==> src/rtl/tcw_pkg.sv <==
// ----------------------------------------------------------------------------
// tcw_pkg: shared definitions of the text console writer
// Screen geometry, field widths, command codes and the structs that travel
// between the front end, the command queue and the execution back end.
// ----------------------------------------------------------------------------
`default_nettype none

package tcw_pkg;

  // Screen geometry.
  localparam int COLUMNS    = 80;
  localparam int ROWS       = 25;
  localparam int CELL_COUNT = COLUMNS * ROWS;
  localparam int MOVE_COUNT = CELL_COUNT - COLUMNS;
  localparam int ADDR_W     = $clog2(CELL_COUNT);

  // Field widths fixed by the stream payload.
  localparam int CHAR_W  = 8;
  localparam int COORD_W = 8;
  localparam int COL_W   = 7;
  localparam int ROW_W   = 5;
  localparam int CELL_W  = 16;
  localparam int COLOR_W = 4;
  localparam int MODE_W  = 2;

  // Command queue depth, a power of two.
  localparam int QDEPTH  = 2;
  localparam int QPTR_W  = $clog2(QDEPTH);
  localparam int QCNT_W  = $clog2(QDEPTH + 1);

  // Character codes and cell values.
  localparam logic [CHAR_W-1:0] NEWLINE_CODE = 8'h0A;
  localparam logic [CHAR_W-1:0] SPACE_CODE   = 8'h20;
  localparam logic [CELL_W-1:0] RESET_CELL   = 16'h0820;

  // Input mode codes.
  localparam logic [MODE_W-1:0] MODE_PUT   = 2'd0;
  localparam logic [MODE_W-1:0] MODE_CLEAR = 2'd1;
  localparam logic [MODE_W-1:0] MODE_SET   = 2'd2;
  localparam logic [MODE_W-1:0] MODE_READ  = 2'd3;

  // Configuration register indexes.
  localparam int                CFG_IDX_W = 1;
  localparam logic [CFG_IDX_W-1:0] REG_FG = 1'd0;
  localparam logic [CFG_IDX_W-1:0] REG_BG = 1'd1;

  typedef enum logic [2:0] {
    OP_PUT,
    OP_NEWLINE,
    OP_CLEAR,
    OP_SET,
    OP_READ
  } op_e;

  typedef enum logic [2:0] {
    ST_INIT,
    ST_IDLE,
    ST_SCROLL,
    ST_BLANK,
    ST_FINISH
  } state_e;

  // Decoded command held in the queue; coordinates are already clamped.
  typedef struct packed {
    op_e               op;
    logic [CHAR_W-1:0] ch;
    logic [COL_W-1:0]  col;
    logic [ROW_W-1:0]  row;
  } cmd_t;

  // Result beat, last field in the lowest bits.
  typedef struct packed {
    logic              scrolled;
    logic [CELL_W-1:0] cell_data;
    logic [ROW_W-1:0]  row;
    logic [COL_W-1:0]  col;
  } res_t;

endpackage

`default_nettype wire

==> src/rtl/tcw_front.sv <==
// ----------------------------------------------------------------------------
// tcw_front: input stage and command queue
// Accepts input beats, decodes the mode, clamps coordinates and holds the
// decoded commands in a short queue for the back end.
// ----------------------------------------------------------------------------
`default_nettype none

module tcw_front (
  input  wire                          clk_i,
  input  wire                          rst_ni,
  input  wire                          s_axis_tvalid,
  output logic                         s_axis_tready,
  input  wire  [23:0]                  s_axis_tdata,
  input  wire  [tcw_pkg::MODE_W-1:0]   s_axis_tuser,
  input  wire                          busy_i,
  output logic                         cmd_valid_o,
  output tcw_pkg::cmd_t                cmd_o,
  input  wire                          cmd_pop_i
);
  import tcw_pkg::*;

  cmd_t              entry_q [QDEPTH];
  logic [QPTR_W-1:0] wr_ptr_q, wr_ptr_d;
  logic [QPTR_W-1:0] rd_ptr_q, rd_ptr_d;
  logic [QCNT_W-1:0] count_q, count_d;
  logic              push;
  logic              pop;
  cmd_t              dec;

  logic [CHAR_W-1:0]  in_ch;
  logic [COORD_W-1:0] in_col;
  logic [COORD_W-1:0] in_row;

  assign in_ch  = s_axis_tdata[7:0];
  assign in_col = s_axis_tdata[15:8];
  assign in_row = s_axis_tdata[23:16];

  always_comb begin
    dec.ch  = in_ch;
    dec.col = (in_col >= COORD_W'(COLUMNS)) ? COL_W'(COLUMNS - 1) : in_col[COL_W-1:0];
    dec.row = (in_row >= COORD_W'(ROWS)) ? ROW_W'(ROWS - 1) : in_row[ROW_W-1:0];
    case (s_axis_tuser)
      MODE_PUT:   dec.op = (in_ch == NEWLINE_CODE) ? OP_NEWLINE : OP_PUT;
      MODE_CLEAR: dec.op = OP_CLEAR;
      MODE_SET:   dec.op = OP_SET;
      MODE_READ:  dec.op = OP_READ;
      default:    dec.op = OP_READ;
    endcase
  end

  // No input is taken while the screen store is being initialized.
  assign s_axis_tready = (count_q != QCNT_W'(QDEPTH)) && !busy_i;
  assign push          = s_axis_tvalid && s_axis_tready;
  assign pop           = cmd_pop_i && (count_q != '0);

  assign cmd_valid_o = (count_q != '0);
  assign cmd_o       = entry_q[rd_ptr_q];

  always_comb begin
    wr_ptr_d = push ? wr_ptr_q + 1'b1 : wr_ptr_q;
    rd_ptr_d = pop ? rd_ptr_q + 1'b1 : rd_ptr_q;
    count_d  = count_q + QCNT_W'(push) - QCNT_W'(pop);
  end

  always_ff @(posedge clk_i or negedge rst_ni) begin
    if (!rst_ni) begin
      wr_ptr_q <= '0;
      rd_ptr_q <= '0;
      count_q  <= '0;
    end else begin
      wr_ptr_q <= wr_ptr_d;
      rd_ptr_q <= rd_ptr_d;
      count_q  <= count_d;
    end
  end

  always_ff @(posedge clk_i) begin
    if (push) begin
      entry_q[wr_ptr_q] <= dec;
    end
  end

endmodule

`default_nettype wire

==> config.mk <==
export PLATFORM = sky130hd
export DESIGN_NAME = tcw_front
export DESIGN_NICKNAME = d
export VERILOG_FILES = /design/src/rtl/tcw_pkg.sv /design/src/rtl/tcw_front.sv
export SDC_FILE = /design/constraint.sdc
export NUM_CORES = 1
export LEC_CHECK = 0
export BUFFER_PORTS_ARGS = -buffer_cell sky130_fd_sc_hd__buf_2
export CAP_MARGIN = 20
export CORE_AREA = 3 3 72 74
export DETAILED_ROUTE_END_ITERATION = 8
export DIE_AREA = 0 0 75 77
export PLACE_DENSITY = 0.68
export SLEW_MARGIN = 20
export SYNTH_ARGS = -nofsm -noshare
export SYNTH_HDL_FRONTEND = slang
export SYNTH_SLANG_ARGS = --single-unit
==> constraint.sdc <==
create_clock -name clk_i -period 6.7 [get_ports clk_i]
set_input_delay 1.005 -clock clk_i [delete_from_list [all_inputs] [get_ports clk_i]]
set_output_delay 1.005 -clock clk_i [all_outputs]
set_load 0.02 [all_outputs]
==> results of run 1 <==
[Yosys cell counts, types with 2 or more instances]
cell / count / share of area
or4_1: 2 / 0.0073
nor2_1: 3 / 0.0054
buf_6: 3 / 0.016
inv_1: 8 / 0.015
ha_1: 5 / 0.030
or3_1: 4 / 0.012
dfrtp_1: 4 / 0.048
edfxtp_1: 46 / 0.67
xnor2_1: 3 / 0.013
and2_1: 3 / 0.0091
mux2_2: 23 / 0.13
[state kept, by name, summed over array words and instances (netlist names)]
| signal | cells |
|---|---|
| rd_ptr_q | 1 |
| entry_q | 46 |
| wr_ptr_q | 1 |
| count_q | 2 |
[cell families (layout without fill, tap and decap cells)]
family / count (synthesis) / count (layout) / share of synthesized area
AND/OR/NAND/NOR: 19 / 19 / 0.0605
flip-flops: 50 / 50 / 0.716
buffers and inverters: 11 / 71 / 0.0308
AO/OA/AOI/OAI: 5 / 5 / 0.0206
multiplexers: 23 / 23 / 0.125
adder cells (fa/ha/maj): 5 / 5 / 0.0302
XOR/XNOR: 4 / 4 / 0.0169
[layer usage]
layer / track usage / vias up / part of all wire
li1: - / 558 / -
met1: 0.160 / 578 / 0.41
met2: 0.220 / 33 / 0.52
met3: 0.0498 / 5 / 0.056
met4: 0.0480 / 0 / 0.013
met5: 0 / - / 0
[cell usage in the layout (no fill, tap or decap), types with 3 or more instances in the layout]
cell type and count:
xnor2_1 3, edfxtp_1 46, mux2_2 23, and2_1 3, clkbuf_8 5, inv_1 8
or3_1 4, dfrtp_1 4, buf_2 55, ha_1 5
[cell type report]
class                      instances  area (µm²)
clock buffer                       6        72.6
clock inverter                     2        37.5
fill                             392        2160
inverter                           8        30.0
multi-input combinational         56         533
sequential                        50        1480
tap                               54        67.6
timing repair buffer              55         275
[stage by stage]
step | power, µW | hold WS, ns | worst slack (ns)
2_1_floorplan | 645 | 0.459 | 3.97
3_3_place_gp | 708 | 0.493 | 3.97
3_5_place_dp | 721 | 0.515 | 3.90
4_1_cts | 927 | 0.483 | 3.76
5_1_grt | 970 | 0.473 | 3.68
6_report | 918 | 0.489 | 3.79
[worst paths after layout]
| path | endpoint | slack, ns |
|---|---|---|
| worst max-delay path | cmd_o[20] | 3.79 |
| worst min-delay path | count_q[0] | 0.49 |
| worst max register to register | count_q[1] | 4.95 |
| worst min register to register | count_q[1] | 0.53 |
| max in group asynchronous | count_q[1] | 6.08 |
| min in group clk_i | count_q[1] | 0.53 |
[report_power, final]
group | switching [µW] | internal, µW
combinational | 146 | 127
clock | 97.9 | 111
sequential | 45.4 | 391
==> summary.txt, run 1 <==
Starting Density = 0.444
Power per Cell Area = 368 nW/µm²
Inst Count DP = 223
status = finished clean
Design Area, Final = 2500 µm²
yosys warns = 0
Clock Path Buffers = 2
io pins = 56
fin crit period = 2.91 ns
Critical Path RT = 5.69 ns
synthesized cell area = 2070 µm²
Die Width = 75 µm
Syn Nets = 153
Fmax = 343 MHz
Unique masters post-synth = 24
EDFF count, synth = 46
R2R Path Start = count_q[0]
Top delay family on crit path = flip-flops
CP max FO = 24
Layout Skew = 0.00726 ns
syn_area_per_cell = 17.7 µm²
vias = 1174
crit path cell chain = mux2_2 > buf_2
hpwl dp = 2.53 mm
post-detailed-route DRC marker count = 0
Placed Instance Area = 2380 µm²
unrepaired setup endpoints after global routing = false
Die Area = 5780 µm²
number of global-route vias before repair = 1223
gr usage total = 0.135
WL/cell = 15.6 µm
Hold Crit Class = input port to asynchronous set/reset pin
post-synthesis instance total = 117
Ant. Diodes = 0
Least-Margin Pin Slew = 1.00 ns
Final GP Congestion = 0.699
drt total wl = 3.61 mm
first-pass detailed-route iteration total = 2
via/cell ratio = 5.08
initial drt markers = 49
Bufs and invs on worst path = 1
FFs w/ async S/R, synth = 0.0800
Worst setup EP type = output pin
Hold Fails Final Rpt = 0
Slowest cell on crit path = dfrtp_1
Startpoint Class = flip-flop
I/O Buffers = 55
cell depth of the worst setup path = 2
share of cells above drive strength 1 = 0.520
fin nets = 212
clock-pin slew on the worst setup and hold paths = 0.09 ns
Final Slew Violations = 0
final non-filler cell total = 231
# rows = 25
Hold Buf Count CTS = 0
cts repair resizes = 0
first-pass GRT wire length = 5.72 mm
worst setup path class = flip-flop to output pin
worst skew pair latency = 0.30 ns
max-cap viol count = 0
fin util = 0.536
initial antenna violation count = 0
crit-path max cell delay = 1.01 ns
r2r worst-path depth = 7
Post CTS Setup Buffer Count = 0
number of synthesized register bits = 50
leakage = 0.000964 µW
GRT overflow = 0
CTS tree = built
Top FF cell, synth = edfxtp_1
VDD IR-drop max = 0.000210 V
clock sinks = 50
Setup violations, final = 0
Antenna Nets Post-Route = 0
CORE AREA = 4660 µm²
Area Growth Syn to Fin = 20.7%
period utilisation layout = 0.435
CTS buffer count = 5
Critical Path Start = rd_ptr_q
Fin Setup TNS = 0 ns
CP arrival = 1.91 ns
CTS root buffer = clkbuf_8
CTS H-tree depth = 2
worst relative slew slack = 0.331
register area share after synthesis = 0.716
die height = 77 µm
largest net degree at the start of global routing = 25
No activity file was read; power rests on OpenSTA's default activity.
==> inputs of run 2 (changes only) <==
--- a/config.mk
+++ b/config.mk
@@ -5,11 +5,12 @@
 export SDC_FILE = /design/constraint.sdc
 export NUM_CORES = 1
 export LEC_CHECK = 0
+export ABC_AREA = 1
 export BUFFER_PORTS_ARGS = -buffer_cell sky130_fd_sc_hd__buf_2
 export CAP_MARGIN = 20
-export CORE_AREA = 3 3 72 74
+export CORE_AREA = 3 3 73 75
 export DETAILED_ROUTE_END_ITERATION = 8
-export DIE_AREA = 0 0 75 77
+export DIE_AREA = 0 0 76 78
 export PLACE_DENSITY = 0.68
 export SLEW_MARGIN = 20
 export SYNTH_ARGS = -nofsm -noshare
==> constraint.sdc (replaced) <==
create_clock -name clk_i -period 3 [get_ports clk_i]
set_input_delay 0.45 -clock clk_i [delete_from_list [all_inputs] [get_ports clk_i]]
set_output_delay 0.45 -clock clk_i [all_outputs]
set_load 0.02 [all_outputs]
==> run 2 against run 1 <==
Against the previous run: worst hold slack lost 0.14 ns; via count up 22%; total power up 130%; worst setup slack worse by 2.8 ns; cell area up 3.6%; register-to-register slack got worse by 3.7 ns; non-clock buffer count increased by 3; clock skew grew 0.0011 ns; global-route usage down 0.094 points; critical path type unchanged; critical endpoint is now cmd_o[9].
==> summary.txt, run 2 <==
status = finished clean
most common cell after layout, fill and taps aside = nand2_1
io pins = 56 (unchanged)
fin util = 0.548 (+0.0120)
sw frac = 0.387 (+0.0715)
CTS root buffer = clkbuf_8
fin crit period = 2.03 ns
crit path cell chain = buf_4 > inv_2 > nand2_1 > nand2_1 > buf_2
Bufs and invs on worst path = 3 (+2)
initial antenna violation count = 0 (unchanged)
Unique masters post-synth = 17 (-29%)
Commonest cells post-synth = 93 x nand2_1, 46 x edfxtp_1, 25 x inv_1, 10 x nor2_1, 5 x ha_1
Fin Setup TNS = 0 ns (unchanged)
most frequent cells in the layout = 93 x nand2_1, 55 x buf_2, 46 x edfxtp_1
Final Total Pwr = 2090 µW (+130%)
post-synthesis instance total = 199 (+70%)
GRT overflow = 0 (unchanged)
Power per Cell Area = 806 nW/µm² (+120%)
Final GP Congestion = 0.681 (-2.6%)
die height = 78 µm (+1.3%)
largest registers = entry_q: 46 flops, count_q: 2 flops
Starting Density = 0.451 (+0.00710)
period utilisation layout = 0.675
Hold Buf Count CTS = 1 (+1)
top post-synthesis cells by area = edfxtp_1 65%, nand2_1 16%, dfrtp_1 4.7%, inv_1 4.4%, ha_1 2.9%
Min Hold Slack = 0.348 ns (-0.141 ns)
Antenna Nets Post-Route = 0 (unchanged)
number of synthesized register bits = 50 (unchanged)
WL/cell = 11.0 µm (-30%)
I/O Buffers = 55 (unchanged)
P_sw = 806 µW (+180%)
Top reg by flops = entry_q
fin nets = 296 (+40%)
share of cells above drive strength 1 = 0.268 (-0.252)
Slowest cell on crit path = dfrtp_1
CTS buffer count = 5 (unchanged)
Die Area = 5930 µm² (+2.6%)
Synth area leader = edfxtp_1
largest net degree at the start of global routing = 25 (unchanged)
CP most frequent cell = nand2_1
Hold Crit Class = input port to flip-flop
Critical Path RT = 2.55 ns (-3.14 ns)
FFs w/ async S/R, synth = 0.0800 (unchanged)
Top FF cell, synth = edfxtp_1
GR Util met3 = 0.0452 (-0.00456)
clock-pin slew on the worst setup and hold paths = 0.09 ns (about the same)
number of global-route vias before repair = 1458 (+19%)
Ant. Diodes = 0 (unchanged)
clock group share of total power = 0.182 (-0.046)
Final Slew Violations = 0 (unchanged)
crit-path max cell delay = 0.36 ns (-0.65 ns)
first-pass detailed-route iteration total = 4 (+2)
yosys warns = 0 (unchanged)
Setup violations, final = 0 (unchanged)
via/cell ratio = 4.35 (-14%)
max-cap viol count = 0 (unchanged)
CORE AREA = 4720 µm² (+1.3%)
Fmax = 494 MHz
Least-Margin Pin Slew = 0.896 ns (-0.108 ns)
CTS H-tree depth = 2 (unchanged)
Largest register FFs = 46 (unchanged)
Area Growth Syn to Fin = 21.4%
internal power = 1280 µW (+100%)
syn_area_per_cell = 10.7 µm² (-39%)
vias = 1428 (+22%)
Hold Fails Final Rpt = 0 (unchanged)
EDFF count, synth = 46 (unchanged)
cts repair resizes = 0 (unchanged)
Design Area, Final = 2590 µm² (+3.6%)
GR peak layer = met2
count leader, synth = nand2_1
leakage = 0.00122 µW (+26%)
Worst setup EP type = output pin
Clock Path Buffers = 2 (unchanged)
synthesized cell area = 2130 µm² (+3.0%)
worst relative slew slack = 0.402 (+0.0713)
register area share after synthesis = 0.695 (-0.0206)
Top delay family on crit path = buffers and inverters
VDD IR-drop max = 0.000358 V (+70%)
CP arrival = 1.58 ns (-0.33 ns)
initial drt markers = 24 (-51%)
first-pass GRT wire length = 6.13 mm (+7.2%)
drt total wl = 3.60 mm (-0.30%)
worst setup path class = flip-flop to output pin
worst skew pair latency = 0.30 ns (about the same)
post-detailed-route DRC marker count = 0 (unchanged)
Die Width = 76 µm (+1.3%)
top-area cell type share of the netlist area = 0.648 (-0.0192)
gr usage total = 0.134 (-0.000943)
CP max FO = 24 (unchanged)
Layout Skew = 0.00834 ns (+0.00108 ns)
Placed Instance Area = 2490 µm² (+4.5%)
CTS tree = built
met1 Usage GRT = 0.144 (-0.0167)
Syn Nets = 235 (+54%)
GR Util met2 = 0.240 (+0.0199)
# rows = 25 (unchanged)
Startpoint Class = flip-flop
unrepaired setup endpoints after global routing = false
Post CTS Setup Buffer Count = 0 (unchanged)
clock sinks = 50 (unchanged)
hpwl dp = 2.50 mm (-1.2%)
share of power burned in registers = 0.434 (-0.041)
Gate power share = 0.384 (+0.087)
## run 2: cell types whose count changed in the layout (fill, tap and decap cells not counted), sizes merged, moves of 2 or more
cell    before  now
and2         4    0
buf         55   57
clkinv       0    2
or3          4    0
nand3b       0    2
inv          8   26
nor2         3   10
xnor2        3    1
nand2        0   93
mux2        23    0
or4          2    0
## run 2: kinds of logic after synthesis
family / share of synthesized area
flip-flops: 0.695
AO/OA/AOI/OAI: 0.00646
AND/OR/NAND/NOR: 0.201
XOR/XNOR: 0.0123
adder cells (fa/ha/maj): 0.0294
buffers and inverters: 0.0552
## run 2: cell type report
cell class | count | area (µm²)
well taps | 67 | 83.8
multi-input cells | 119 | 534
clock buffers | 5 | 68.8
clock inverters | 3 | 21.3
inverters | 26 | 97.6
repair buffers | 58 | 300
flip-flops and latches | 50 | 1480
fillers | 429 | 2140
## run 2: metrics by stage
stage,instances,worst slack (ns)
after floorplan,199,0.984
after global placement,319,1.20
after detailed placement,319,1.16
after CTS,328,0.934
after global routing,328,0.787
final,328,0.974
## run 2: final timing paths
| kind | startpoint | end | slack [ns] | cells after the start |
|---|---|---|---|---|
| max in group asynchronous | rst_ni | count_q[1] | 2.40 | 2 |
| setup reg to reg | count_q[1] | entry_q[0][16] | 1.28 | 3 |
| min in group asynchronous | rst_ni | count_q[0] | 0.48 | 2 |
| hold / removal | s_axis_tdata[0] | entry_q[1][12] | 0.35 | 1 |
| hold reg to reg | wr_ptr_q | wr_ptr_q | 0.48 | 2 |
| setup / recovery | rd_ptr_q | cmd_o[9] | 0.97 | 5 |
## run 2: power by group through the flow
stage	Clock (µW)	Sequential (µW)	Combinational [µW]
floorplan	0	923	545
global placement	0	919	802
detailed placement	0	922	815
CTS	392	906	818
global route	421	917	898
finish	380	906	800
## run 2: metal layers
layer	vias up	share of wire
met1	625	0.44
li1	751	-
met4	0	0.012
met5	-	0
met2	48	0.48
met3	4	0.063
